### src/design/bdc_pkg.sv
// Shared types, widths and helper functions for the cubic Bezier splat pipeline.
// Used by every module in the design folder; depends on nothing.
package bdc_pkg;

	localparam int COORD_W         = 10;
	localparam int SUB_W           = 8;
	localparam int POS_W           = COORD_W + SUB_W;
	localparam int PARAM_IN_W      = 17;
	localparam int WGT_W           = 8;
	localparam int NUM_PIX         = 4;
	localparam int NUM_REGS        = 8;
	localparam int REG_IDX_W       = 3;
	localparam int SUM_W           = 18;
	localparam int ROOT_W          = 7;
	localparam int DEF_FRAME_W     = 1024;
	localparam int DEF_FRAME_H     = 1024;
	localparam int DEF_FRAC_BITS   = 16;

	localparam logic [REG_IDX_W-1:0] REG_P0_X = 3'd0;
	localparam logic [REG_IDX_W-1:0] REG_P0_Y = 3'd1;
	localparam logic [REG_IDX_W-1:0] REG_P1_X = 3'd2;
	localparam logic [REG_IDX_W-1:0] REG_P1_Y = 3'd3;
	localparam logic [REG_IDX_W-1:0] REG_P2_X = 3'd4;
	localparam logic [REG_IDX_W-1:0] REG_P2_Y = 3'd5;
	localparam logic [REG_IDX_W-1:0] REG_P3_X = 3'd6;
	localparam logic [REG_IDX_W-1:0] REG_P3_Y = 3'd7;

	localparam logic [WGT_W-1:0] WGT_FULL = 8'd128;
	localparam logic [WGT_W-1:0] WGT_TOP  = 8'd127;

	typedef struct packed {
		logic [COORD_W-1:0]              px;
		logic [COORD_W-1:0]              py;
		logic [NUM_PIX-1:0]              mask;
		logic [NUM_PIX-1:0][WGT_W-1:0]   wgt;
	} splat_t;

	// One step of the greedy root search: keep the trial bit while 2*m*m stays below s.
	function automatic logic [ROOT_W-1:0] root_step(input logic [SUM_W-1:0] s,
			input logic [ROOT_W-1:0] m, input logic [ROOT_W-1:0] trial);
		logic [ROOT_W-1:0] cand;
		logic [SUM_W-1:0]  sq;
		cand = m | trial;
		sq   = SUM_W'({cand, 1'b0}) * SUM_W'(cand);
		return (sq < s) ? cand : m;
	endfunction

endpackage

### src/design/bdc_splat.sv
// Splat weights for the 2x2 pixel block: squared distances, then a two-stage root search.
// Depends on bdc_pkg.
module bdc_splat #(
	parameter int FRAME_WIDTH  = bdc_pkg::DEF_FRAME_W,
	parameter int FRAME_HEIGHT = bdc_pkg::DEF_FRAME_H
) (
	input  logic                      clk,
	input  logic                      arst_n,
	input  logic                      adv,
	input  logic                      v_in,
	input  logic [bdc_pkg::POS_W-1:0] x_in,
	input  logic [bdc_pkg::POS_W-1:0] y_in,
	output logic                      v_s6,
	output bdc_pkg::splat_t           item_s6
);
	import bdc_pkg::*;

	logic [COORD_W-1:0]             px, py, px_s4, py_s4, px_s5, py_s5;
	logic [SUB_W-1:0]               fx, fy;
	logic [1:0][SUB_W:0]            ex, ey;
	logic [NUM_PIX-1:0][SUM_W-1:0]  sum, sum_s4, sum_s5;
	logic [NUM_PIX-1:0]             mask, mask_s4, mask_s5;
	logic [NUM_PIX-1:0][ROOT_W-1:0] hi_root, root_s5, lo_root;
	splat_t                         item;
	logic                           v_s4, v_s5;

	assign px = x_in[POS_W-1:SUB_W];
	assign py = y_in[POS_W-1:SUB_W];
	assign fx = x_in[SUB_W-1:0];
	assign fy = y_in[SUB_W-1:0];
	assign ex[0] = {1'b0, fx};
	assign ex[1] = (SUB_W+1)'(1 << SUB_W) - {1'b0, fx};
	assign ey[0] = {1'b0, fy};
	assign ey[1] = (SUB_W+1)'(1 << SUB_W) - {1'b0, fy};

	// Pixel order is (i,j) -> 2*i+j, i stepping the column.
	for (genvar n = 0; n < NUM_PIX; n++) begin : g_pix
		assign sum[n] = SUM_W'(ex[n/2]) * SUM_W'(ex[n/2]) + SUM_W'(ey[n%2]) * SUM_W'(ey[n%2]);
		assign mask[n] = (({1'b0, px} + (COORD_W+1)'(n/2)) < (COORD_W+1)'(FRAME_WIDTH)) &&
				(({1'b0, py} + (COORD_W+1)'(n%2)) < (COORD_W+1)'(FRAME_HEIGHT));

		always_comb begin
			hi_root[n] = root_step(sum_s4[n], '0, 7'h40);
			hi_root[n] = root_step(sum_s4[n], hi_root[n], 7'h20);
			hi_root[n] = root_step(sum_s4[n], hi_root[n], 7'h10);
		end

		always_comb begin
			lo_root[n] = root_step(sum_s5[n], root_s5[n], 7'h08);
			lo_root[n] = root_step(sum_s5[n], lo_root[n], 7'h04);
			lo_root[n] = root_step(sum_s5[n], lo_root[n], 7'h02);
			lo_root[n] = root_step(sum_s5[n], lo_root[n], 7'h01);
		end

		// The least k with 2k*k >= s is one above the largest root found; zero sum is full weight.
		assign item.wgt[n] = (sum_s5[n] == '0) ? WGT_FULL : WGT_TOP - WGT_W'(lo_root[n]);
	end

	assign item.px   = px_s5;
	assign item.py   = py_s5;
	assign item.mask = mask_s5;

	always_ff @(posedge clk or negedge arst_n) begin
		if (!arst_n) begin
			v_s4 <= 1'b0;
			v_s5 <= 1'b0;
			v_s6 <= 1'b0;
		end else if (adv) begin
			v_s4 <= v_in;
			v_s5 <= v_s4;
			v_s6 <= v_s5;
		end
	end

	always_ff @(posedge clk) begin
		if (adv) begin
			px_s4   <= px;
			py_s4   <= py;
			sum_s4  <= sum;
			mask_s4 <= mask;
			px_s5   <= px_s4;
			py_s5   <= py_s4;
			sum_s5  <= sum_s4;
			mask_s5 <= mask_s4;
			root_s5 <= hi_root;
			item_s6 <= item;
		end
	end

endmodule

### config.mk
export PLATFORM = sky130hd
export DESIGN_NAME = bdc_splat
export DESIGN_NICKNAME = d
export VERILOG_FILES = /design/src/design/bdc_pkg.sv /design/src/design/bdc_splat.sv
export SDC_FILE = /design/constraint.sdc
export NUM_CORES = 1
export LEC_CHECK = 0
export BUFFER_PORTS_ARGS = -buffer_cell sky130_fd_sc_hd__buf_2
export CORE_ASPECT_RATIO = 1.75
export CORE_MARGIN = 3
export CORE_UTILIZATION = 38
export DETAILED_ROUTE_END_ITERATION = 8
export RECOVER_POWER = 100
export SLEW_MARGIN = 5
export SYNTH_ARGS = -nofsm -noshare
export SYNTH_HDL_FRONTEND = slang
export SYNTH_SLANG_ARGS = --single-unit
### constraint.sdc
create_clock -name clk -period 42.8 [get_ports clk]
set_input_delay 8.56 -clock clk [delete_from_list [all_inputs] [get_ports clk]]
set_output_delay 8.56 -clock clk [all_outputs]
set_load 0.01 [all_outputs]
==> load_flow_metrics.sql <==
INSERT INTO impl_metrics (metric_group, metric, value, unit) VALUES
('floorplan', 'floorplan.die_area', '0.0852', 'mm2'),
('sta', 'rsz0062_at_grt', 'false', ''),
('sta', 'final_hold_viol_count', '0', ''),
('grt', 'first_global_vias', '22307', ''),
('hold_path', 'end_point_of_the_worst_hold_path', 'item_s6[50]', ''),
('detailed_routing', 'vias_per_inst', '5.03', ''),
('sta', 'finalCritPeriodShare', '45.6', '%'),
('synthesis', 'register_area_share_after_synthesis', '23.2', '%'),
('floorplan', 'floorplan.die.height', '384', 'um'),
('layout', 'instances_no_fill', '4252', ''),
('synthesis', 'ys_ff_latch', '240', ''),
('critical_path', 'reg2reg_slack', '23270', 'ps'),
('synthesis', 'asyncSetResetFlopFracSynth', '1.25', '%'),
('detailed_routing', 'drt-pass1-iter-count', '5', ''),
('sta', 'setup_viol', '0', ''),
('sta', 'tns', '0', 'ps'),
('cts', 'numCtsBuffers', '24', ''),
('floorplan', 'floorplan.die.width', '222', 'um'),
('cts', 'cts.sink_count', '240', ''),
('synthesis', 'postSynth.topFlopCell', 'sky130_fd_sc_hd__edfxtp_1', ''),
('critical_path', 'timing.critical_path.fanout_max', '16', ''),
('placed_design', 'place_ws', '24900', 'ps'),
('critical_path', 'rr_worst_depth', '71', ''),
('status', 'violated_checks', 'capacitance limit, slew limit', ''),
('grt', 'globalRoute.totalOverflow', '0', ''),
('sta', 'setup_slack', '23270', 'ps'),
('layout', 'layout.cells.most_common_list', 'sky130_fd_sc_hd__ha_1 (647), sky130_fd_sc_hd__inv_1 (493), sky130_fd_sc_hd__edfxtp_1 (237)', ''),
('cts', 'cts-root-to-sink-buffers', '3', ''),
('status', 'outcome', 'complete, but fails checks', ''),
('job', 'max_cap_viol_count', '5', ''),
('critical_path', 'slowest_delay', '1520', 'ps'),
('synthesis', 'combinational_family_with_the_most_area_after_synthesis', 'adder cells', ''),
('grt', 'grt_total_usage', '16.4', '%'),
('detailed_routing', 'wl_per_cell', '16.2', 'um'),
('cts', 'worstSkewPairLatency', '540', 'ps'),
('hold_path', 'whs_path_cells', '0', ''),
('critical_path', 'r2r_endpoint', 'item_s6[24]', ''),
('placed_design', 'place.detailed.instances', '4209', ''),
('grt', 'maximum_number_of_pins_on_one_net_before_global_route_repair', '105', ''),
('detailed_routing', 'totalWireLength', '68.8', 'mm'),
('layout', 'area_growth_syn_to_layout', '7.39', '%'),
('placed_design', 'port_buffer_cells', '95', ''),
('synthesis', 'synth_enable_flop_cells', '237', ''),
('placed_design', 'dp.final_hpwl', '58.6', 'mm'),
('layout', 'nNetsFinal', '4102', ''),
('sta', 'final-max-slew-violation-count', '275', ''),
('floorplan', 'floorplan.core_area', '0.0808', 'mm2'),
('cts', 'cts-htree-levels', '1', ''),
('synthesis', 'synth.lib_cells_used.distinct', '76', ''),
('critical_path', 'critical_path_required', '43170', 'ps'),
('critical_path', 'crit_path_end_kind', 'flip-flop', ''),
('sta', 'whs', '412', 'ps'),
('critical_path', 'timing.critical_path.from_type', 'flip-flop', ''),
('synthesis', 'yosysWarnings', '0', ''),
('hold_path', 'holdCritPathClass', 'flip-flop to flip-flop', ''),
('critical_path', 'arrival', '19900', 'ps'),
('synthesis', 'postSynthAreaPerCell', '10.1', 'um2'),
('critical_path', 'worstSetupPathType', 'flip-flop to flip-flop', ''),
('synthesis', 'synth_compound_area_share', '11.4', '%'),
('synthesis', 'synth_fa_ha_area_share', '41.0', '%'),
('sta', 'relSlewSlack', '-257', '%'),
('critical_path', 'crit_path_top_delay_cell', 'sky130_fd_sc_hd__o21ai_0', ''),
('synthesis', 'post_synth_and_or_nand_nor_area_fraction', '9.50', '%'),
('cts', 'ctsHoldBuffers', '0', ''),
('cts', 'tritoncts', 'done', ''),
('detailed_routing', 'drtIter0Drc', '715', ''),
('layout', 'drive_gt1_share', '3.06', '%'),
('grt', 'grt_pass1_wl', '113', 'mm'),
('floorplan', 'io_pins', '97', ''),
('synthesis', 'netlist_area', '0.0310', 'mm2'),
('floorplan', 'start_util', '38.4', '%');
## cell type report
class,instances,area [um2]
clock buffers,27,633
clock inverters,16,110
fillers,7955,47500
inverters,494,1850
multi-input cells,2319,21800
flip-flops and latches,240,7190
well taps,1050,1310
repair buffers,106,442
## Yosys cell counts, drive strengths merged, types with 10 or more instances
cell | instances | share of area (%)
nand2 | 134 | 1.6
nor2b | 35 | 0.71
nand4 | 22 | 0.44
nand2b | 29 | 0.59
o21ai | 112 | 1.9
inv | 493 | 6.0
o211ai | 11 | 0.27
a21o | 83 | 2.0
a31oi | 19 | 0.38
nor2 | 189 | 2.3
clkbuf | 36 | 0.44
nor4 | 20 | 0.52
nor3 | 41 | 0.79
o31ai | 19 | 0.48
o21bai | 26 | 0.63
a21boi | 14 | 0.34
nand3 | 34 | 0.55
xnor2 | 191 | 5.4
or2 | 10 | 0.20
a21oi | 158 | 2.6
xor2 | 83 | 2.3
a211oi | 15 | 0.36
and2 | 56 | 1.1
fa | 230 | 15
ha | 647 | 26
o21a | 29 | 0.70
edfxtp | 237 | 23
## flip-flops by register name (all words and copies together), names as in the netlist, 3 cells and up
signal	flops
item_s6	55
mask_s4	3
mask_s5	3
px_s4	10
px_s5	10
py_s4	10
py_s5	10
root_s5	12
sum_s4	62
sum_s5	62
## worst max-delay path by stage
stage / slack [ps] / cells past startpoint / endpoint / from
after floorplan: 26840 / 73 / item_s6[24] / root_s5[25]
after global placement: 25180 / 71 / item_s6[24] / root_s5[25]
after detailed placement: 24900 / 71 / item_s6[24] / root_s5[25]
after CTS: 24870 / 71 / item_s6[24] / root_s5[25]
after global routing: 21860 / 71 / item_s6[24] / root_s5[26]
final: 23270 / 71 / item_s6[24] / root_s5[25]
## cells by family (layout without fill, tap and decap cells)
family	after synthesis	after routing
adders and majority gates	877	877
xor gates and xnor gates	277	277
and+or+nand+nor	595	595
AOI/OAI and AO/OA	541	541
buffers and inverters	536	643
muxes	14	14
DFF	240	240
other	2	15
## worst max-delay path, delay by kind of cell (launching register included)
family          cells  cell delay, ps
compound gates     21            6190
xor+xnor            6             870
fa+ha+maj          23            8080
buf+inv             9             890
flops               1             770
simple gates       12            2540
## per-layer routing
metal  GRT usage [%]  part of all wire [%]  vias up
li1                -                     -    10723
met1            17.1                    37    10257
met2            32.6                    55      274
met3            1.52                   2.4      139
met4            7.57                   5.2        0
met5               0                     0        -
## per-stage QoR
| stage | utilization [%] | instance area (um2) |
|---|---|---|
| finish | 41.2 | 33300 |
| global route | 41.2 | 33300 |
| CTS | 41.5 | 33500 |
| floorplan | - | 31100 |
| detailed placement | 40.6 | 32800 |
| global placement | 40.6 | 32800 |
Power is not shown: default switching activity piles up to over one toggle a cycle in this logic, so the estimate is an artifact.
