==> config.mk <==
export PLATFORM = sky130hd
export DESIGN_NAME = bdc_serial
export DESIGN_NICKNAME = d
export VERILOG_FILES = /design/src/design/bdc_pkg.sv /design/src/design/bdc_serial.sv
export SDC_FILE = /design/constraint.sdc
export NUM_CORES = 1
export LEC_CHECK = 0
export ABC_AREA = 1
export CAP_MARGIN = 15
export CORE_MARGIN = 4
export CORE_UTILIZATION = 25
export DETAILED_ROUTE_END_ITERATION = 16
export DONT_BUFFER_PORTS = 1
export PLACE_DENSITY = 0.43
export SLEW_MARGIN = 10
export SYNTH_ARGS = -nofsm -noshare
export SYNTH_HDL_FRONTEND = slang
export SYNTH_SLANG_ARGS = --single-unit
export TNS_END_PERCENT = 10
==> constraint.sdc <==
create_clock -name clk -period 2 [get_ports clk]
set_input_delay 0.1 -clock clk [delete_from_list [all_inputs] [get_ports clk]]
set_output_delay 0.1 -clock clk [all_outputs]
set_load 0.03 [all_outputs]
==> src/design/bdc_pkg.sv <==
// Shared types, widths and helper functions for the cubic Bezier splat pipeline.
// Used by every module in the design folder; depends on nothing.
package bdc_pkg;

	localparam int COORD_W         = 10;
	localparam int SUB_W           = 8;
	localparam int POS_W           = COORD_W + SUB_W;
	localparam int PARAM_IN_W      = 17;
	localparam int WGT_W           = 8;
	localparam int NUM_PIX         = 4;
	localparam int NUM_REGS        = 8;
	localparam int REG_IDX_W       = 3;
	localparam int SUM_W           = 18;
	localparam int ROOT_W          = 7;
	localparam int DEF_FRAME_W     = 1024;
	localparam int DEF_FRAME_H     = 1024;
	localparam int DEF_FRAC_BITS   = 16;

	localparam logic [REG_IDX_W-1:0] REG_P0_X = 3'd0;
	localparam logic [REG_IDX_W-1:0] REG_P0_Y = 3'd1;
	localparam logic [REG_IDX_W-1:0] REG_P1_X = 3'd2;
	localparam logic [REG_IDX_W-1:0] REG_P1_Y = 3'd3;
	localparam logic [REG_IDX_W-1:0] REG_P2_X = 3'd4;
	localparam logic [REG_IDX_W-1:0] REG_P2_Y = 3'd5;
	localparam logic [REG_IDX_W-1:0] REG_P3_X = 3'd6;
	localparam logic [REG_IDX_W-1:0] REG_P3_Y = 3'd7;

	localparam logic [WGT_W-1:0] WGT_FULL = 8'd128;
	localparam logic [WGT_W-1:0] WGT_TOP  = 8'd127;

	typedef struct packed {
		logic [COORD_W-1:0]              px;
		logic [COORD_W-1:0]              py;
		logic [NUM_PIX-1:0]              mask;
		logic [NUM_PIX-1:0][WGT_W-1:0]   wgt;
	} splat_t;

	// One step of the greedy root search: keep the trial bit while 2*m*m stays below s.
	function automatic logic [ROOT_W-1:0] root_step(input logic [SUM_W-1:0] s,
			input logic [ROOT_W-1:0] m, input logic [ROOT_W-1:0] trial);
		logic [ROOT_W-1:0] cand;
		logic [SUM_W-1:0]  sq;
		cand = m | trial;
		sq   = SUM_W'({cand, 1'b0}) * SUM_W'(cand);
		return (sq < s) ? cand : m;
	endfunction

endpackage

==> src/design/bdc_serial.sv <==
// Output stage: holds one splat and hands out its in-frame pixels one request at a time.
// Depends on bdc_pkg.
module bdc_serial (
	input  logic                        clk,
	input  logic                        arst_n,
	input  logic                        v_in,
	input  bdc_pkg::splat_t             item_in,
	output logic                        load,
	output logic                        out_valid,
	input  logic                        out_stall,
	output logic [bdc_pkg::COORD_W-1:0] pixel_x,
	output logic [bdc_pkg::COORD_W-1:0] pixel_y,
	output logic [bdc_pkg::WGT_W-1:0]   green_add,
	output logic                        last_splat
);
	import bdc_pkg::*;

	logic [NUM_PIX-1:0] mask_q, pick;
	splat_t             item_q;
	logic [1:0]         idx;
	logic               single;

	assign pick   = mask_q & (~mask_q + NUM_PIX'(1));
	assign single = (mask_q & (mask_q - NUM_PIX'(1))) == '0;

	always_comb begin
		case (pick)
			4'b0010: idx = 2'd1;
			4'b0100: idx = 2'd2;
			4'b1000: idx = 2'd3;
			default: idx = 2'd0;
		endcase
	end

	assign out_valid  = mask_q != '0;
	assign last_splat = single;
	assign pixel_x    = item_q.px + COORD_W'(idx[1]);
	assign pixel_y    = item_q.py + COORD_W'(idx[0]);
	assign green_add  = item_q.wgt[idx];
	assign load       = !out_valid || (single && !out_stall);

	always_ff @(posedge clk or negedge arst_n) begin
		if (!arst_n) begin
			mask_q <= '0;
		end else if (load) begin
			mask_q <= v_in ? item_in.mask : '0;
		end else if (!out_stall) begin
			mask_q <= mask_q & ~pick;
		end
	end

	always_ff @(posedge clk) begin
		if (load) begin
			item_q <= item_in;
		end
	end

endmodule

==> metrics.txt <==
# TYPE chip_impl_metric gauge
chip_impl_metric{name="depth_of_the_most_critical_reg_to_reg_path",unit=""} 7
chip_impl_metric{name="ir_drop",unit="uV"} 836.0
chip_impl_metric{name="io-pin-count",unit=""} 91
chip_impl_metric{name="clock_insertion_delay_worst_skew",unit="ns"} 0.31
chip_impl_metric{name="layout.filler_cells",unit=""} 920
chip_impl_info{name="tritoncts",value="done"} 1
chip_impl_metric{name="synth-seq-area-share",unit=""} 0.6765
chip_impl_metric{name="fmax",unit="GHz"} 0.4798
chip_impl_metric{name="timing.critical_path.fanout_max",unit=""} 3
chip_impl_metric{name="dr_vias_cell",unit=""} 4.164
chip_impl_metric{name="syn-num-nets",unit=""} 268
chip_impl_metric{name="post_layout_minimum_cycle_time",unit="ns"} 2.084
chip_impl_metric{name="leakage_power",unit="nW"} 1.474
chip_impl_metric{name="average_routed_wire_per_standard_cell",unit="um"} 13.32
chip_impl_metric{name="path_clk_slew",unit="ns"} 0.09
chip_impl_info{name="cts-root-buf",value="sky130_fd_sc_hd__clkbuf_8"} 1
chip_impl_metric{name="antenna_found_initial",unit=""} 0
chip_impl_metric{name="total_power",unit="mW"} 7.195
chip_impl_metric{name="setup-tns-final",unit="ns"} -0.3322
chip_impl_metric{name="fin_skew",unit="ns"} 0.009478
chip_impl_metric{name="clkPwrFrac",unit=""} 0.087
chip_impl_metric{name="design.final.nets",unit=""} 367
chip_impl_info{name="reg2reg_to",value="item_q[11]"} 1
chip_impl_metric{name="timing.critical_path.required",unit="ns"} 1.90
chip_impl_metric{name="core_area",unit="um^2"} 9415
chip_impl_metric{name="drt-pass1-iter-count",unit=""} 4
chip_impl_metric{name="final_min_period_over_clock_period",unit=""} 1.042
chip_impl_metric{name="grt_start_max_net_pins",unit=""} 31
chip_impl_info{name="run_status",value="complete, but fails checks"} 1
chip_impl_metric{name="chip_height",unit="um"} 107.1
chip_impl_metric{name="dp_worst_setup_slack",unit="ns"} 0.03436
chip_impl_metric{name="synth.lib_cells_used.distinct",unit=""} 23
chip_impl_info{name="violations",value="negative setup slack"} 1
chip_impl_metric{name="syn_inst",unit=""} 204
chip_impl_metric{name="internal_power",unit="mW"} 3.858
chip_impl_metric{name="cp.arrival",unit="ns"} 1.98
chip_impl_metric{name="sequential_share_of_power",unit=""} 0.322
chip_impl_info{name="rsz_0062_raised_after_global_routing",value="yes"} 1
chip_impl_metric{name="cts.path.max_buffers",unit=""} 2
chip_impl_metric{name="finalSetupViolations",unit=""} 6
chip_impl_info{name="criticalPathCategory",value="flip-flop to output pin"} 1
chip_impl_metric{name="report.final.slew_viol_count",unit=""} 0
chip_impl_metric{name="power.combinational.fraction",unit=""} 0.592
chip_impl_metric{name="numPlacedInstances",unit=""} 364
chip_impl_metric{name="chipWidth",unit="um"} 107.1
chip_impl_metric{name="switching_share",unit=""} 0.4638
chip_impl_metric{name="numCtsBuffers",unit=""} 5
chip_impl_metric{name="synthesis.area",unit="um^2"} 2456
chip_impl_metric{name="multi_input_comb_area",unit="um^2"} 837.1
chip_impl_metric{name="post_synth_edffs",unit=""} 52
chip_impl_metric{name="buffer_ports.inserted",unit=""} 0
chip_impl_metric{name="cts_sink_cnt",unit=""} 56
chip_impl_info{name="endpoint_kind",value="output pin"} 1
chip_impl_metric{name="power.net_switching",unit="mW"} 3.337
chip_impl_info{name="r2r-start",value="mask_q[1]"} 1
chip_impl_metric{name="ctsHtreeMaxLevel",unit=""} 2
chip_impl_metric{name="overall_via_count_from_detail_route",unit=""} 1803
chip_impl_metric{name="max_slew_margin",unit=""} 0.8270
chip_impl_metric{name="timing.max_cap.violations",unit=""} 0
chip_impl_metric{name="r2r_slack",unit="ns"} 0.31
chip_impl_metric{name="drc_errors",unit=""} 0
chip_impl_metric{name="asyncSetResetFlopFracSynth",unit=""} 0.07143
chip_impl_metric{name="globalRoute.totalOverflow",unit=""} 0
chip_impl_metric{name="layout.area.seq",unit="um^2"} 1663
chip_impl_metric{name="cellPowerDensity",unit="nW/um^2"} 1912
chip_impl_metric{name="fp-row-count",unit=""} 35
chip_impl_metric{name="place_hpwl",unit="um"} 4100
chip_impl_metric{name="gr-usage-all-layers",unit=""} 0.1011
chip_impl_metric{name="number_of_synthesis_warnings",unit=""} 0
chip_impl_metric{name="die-area",unit="um^2"} 11470
chip_impl_metric{name="post_route_cells_drive_above_1_share",unit=""} 0.2730
chip_impl_info{name="synth-main-ff-cell",value="sky130_fd_sc_hd__edfxtp_1"} 1
chip_impl_metric{name="routed_wire_length",unit="um"} 5766
chip_impl_metric{name="gp_congestion",unit=""} 0.7708
chip_impl_metric{name="ant_nets",unit=""} 0
chip_impl_metric{name="worst-slew-pin-transition",unit="ns"} 0.2592
chip_impl_metric{name="hold_viol",unit=""} 0
chip_impl_info{name="worstHoldPathType",value="primary input to async pin"} 1
chip_impl_metric{name="synth_area_per_cell",unit="um^2"} 12.04
chip_impl_metric{name="initial_utilization",unit=""} 0.2609
chip_impl_metric{name="antenna_cells_inserted",unit=""} 0
chip_impl_info{name="crit_path_start_kind",value="flip-flop"} 1
chip_impl_metric{name="synth.ff_latch_count",unit=""} 56
chip_impl_metric{name="final_cell_count_no_fill",unit=""} 433
chip_impl_metric{name="final_critical_path_setup_slack",unit="ns"} -0.08410
chip_impl_metric{name="first_global_vias",unit=""} 1836
chip_impl_metric{name="detail_route.iter0.violations",unit=""} 36
chip_impl_metric{name="timing.hold.ws",unit="ns"} 0.06364
chip_impl_metric{name="grt_first_pass_wirelength",unit="um"} 8949
chip_impl_metric{name="syn_to_final_growth",unit="%"} 53.18
==> synthesized netlist by cell type (5+ instances only) <==
library cell | instances | area share
sky130_fd_sc_hd__xor2_1 | 6 | 0.021
sky130_fd_sc_hd__edfxtp_1 | 52 | 0.64
sky130_fd_sc_hd__inv_2 | 5 | 0.0076
sky130_fd_sc_hd__o211ai_1 | 8 | 0.024
sky130_fd_sc_hd__xnor2_1 | 6 | 0.021
sky130_fd_sc_hd__o21ai_1 | 8 | 0.016
sky130_fd_sc_hd__nand2_1 | 37 | 0.057
sky130_fd_sc_hd__inv_1 | 21 | 0.032
sky130_fd_sc_hd__o21ai_0 | 10 | 0.020
sky130_fd_sc_hd__nand3_1 | 9 | 0.018
sky130_fd_sc_hd__nor2_1 | 14 | 0.021
==> worst max-delay path: stages (launching register included) <==
cell and delay [ns]:
sky130_fd_sc_hd__dfrtp_1 0.43, sky130_fd_sc_hd__nor2_4 0.13, sky130_fd_sc_hd__inv_2 0.05, sky130_fd_sc_hd__nor2_4 0.10, sky130_fd_sc_hd__ha_4 0.16, sky130_fd_sc_hd__ha_4 0.14
sky130_fd_sc_hd__nand3_4 0.09, sky130_fd_sc_hd__nor3_4 0.15, sky130_fd_sc_hd__buf_4 0.15, sky130_fd_sc_hd__xor2_2 0.14, sky130_fd_sc_hd__buf_6 0.15
==> registers in the layout, summed over array words and instances, names as in the netlist <==
name,count
mask_q,4
item_q,52
==> power groups by stage <==
stage	Combinational, mW	Clock, mW	Sequential, mW
after floorplan	2.55	0	2.26
after global placement	3.88	0	2.29
after detailed placement	3.90	0	2.29
after CTS	4.24	0.675	2.29
after global routing	4.63	0.719	2.37
final	4.26	0.624	2.31
==> cell usage in the layout (no fill, tap or decap), types with 8 or more instances in the layout <==
| cell | n |
|---|---|
| sky130_fd_sc_hd__buf_4 | 31 |
| sky130_fd_sc_hd__o211ai_1 | 8 |
| sky130_fd_sc_hd__edfxtp_1 | 52 |
| sky130_fd_sc_hd__inv_1 | 20 |
| sky130_fd_sc_hd__o21ai_0 | 10 |
| sky130_fd_sc_hd__o21ai_1 | 8 |
| sky130_fd_sc_hd__nor2_4 | 8 |
| sky130_fd_sc_hd__nand2_1 | 32 |
| sky130_fd_sc_hd__dlygate4sd3_1 | 57 |
| sky130_fd_sc_hd__nor2_1 | 10 |
==> final cells by class <==
cell class,count,share of cell area
clock buffer,5,0.01829
clock inverter,3,0.005653
inverter,26,0.02793
multi-input combinational,120,0.2225
sequential,56,0.4420
tap,129,0.04290
timing repair buffer,94,0.2408
==> kinds of logic (layout without fill, tap and decap cells) <==
family	Yosys count	in the layout	share of synthesized area
compound gates	28	28	0.06521
xor+xnor	12	12	0.04279
buf+inv	28	128	0.04738
fa+ha+maj	4	4	0.02038
flops	56	56	0.6765
simple gates	76	76	0.1477
==> metal layers <==
| layer | vias up | part of all wire | GRT usage | wire length, um |
|---|---|---|---|---|
| met5 | - | 0 | 0 | 0 |
| met4 | 0 | 0.0055 | 0.02466 | 32 |
| met3 | 3 | 0.056 | 0.02830 | 322 |
| met2 | 57 | 0.52 | 0.1796 | 2976 |
| met1 | 847 | 0.42 | 0.1201 | 2434 |
| li1 | 896 | - | - | - |
==> stage by stage <==
| step | instance area [um^2] | util |
|---|---|---|
| after detailed placement | 2917 | 0.3098 |
| after global placement | 2917 | 0.3098 |
| after global routing | 3762 | 0.3996 |
| after CTS | 3691 | 0.3920 |
| after floorplan | 2476 | - |
| final | 3762 | 0.3996 |
==> worst max path at each step <==
stage,from,endpoint,depth (start not counted)
6_report,mask_q[1],pixel_x[6],10
5_1_grt,mask_q[1],pixel_x[6],10
4_1_cts,mask_q[1],pixel_x[6],10
3_5_place_dp,mask_q[1],pixel_x[8],10
3_3_place_gp,mask_q[1],pixel_x[8],10
2_1_floorplan,mask_q[1],item_q[0],5
==> what timing repair did <==
action	in CTS	in global routing
setup endpoints to repair	13	21
hold buffers	57	0
hold endpoints to repair	60	0
setup buffers	3	1
pin swaps	3	7
resized for setup	21	14
Power figures use the tool's default switching activity.
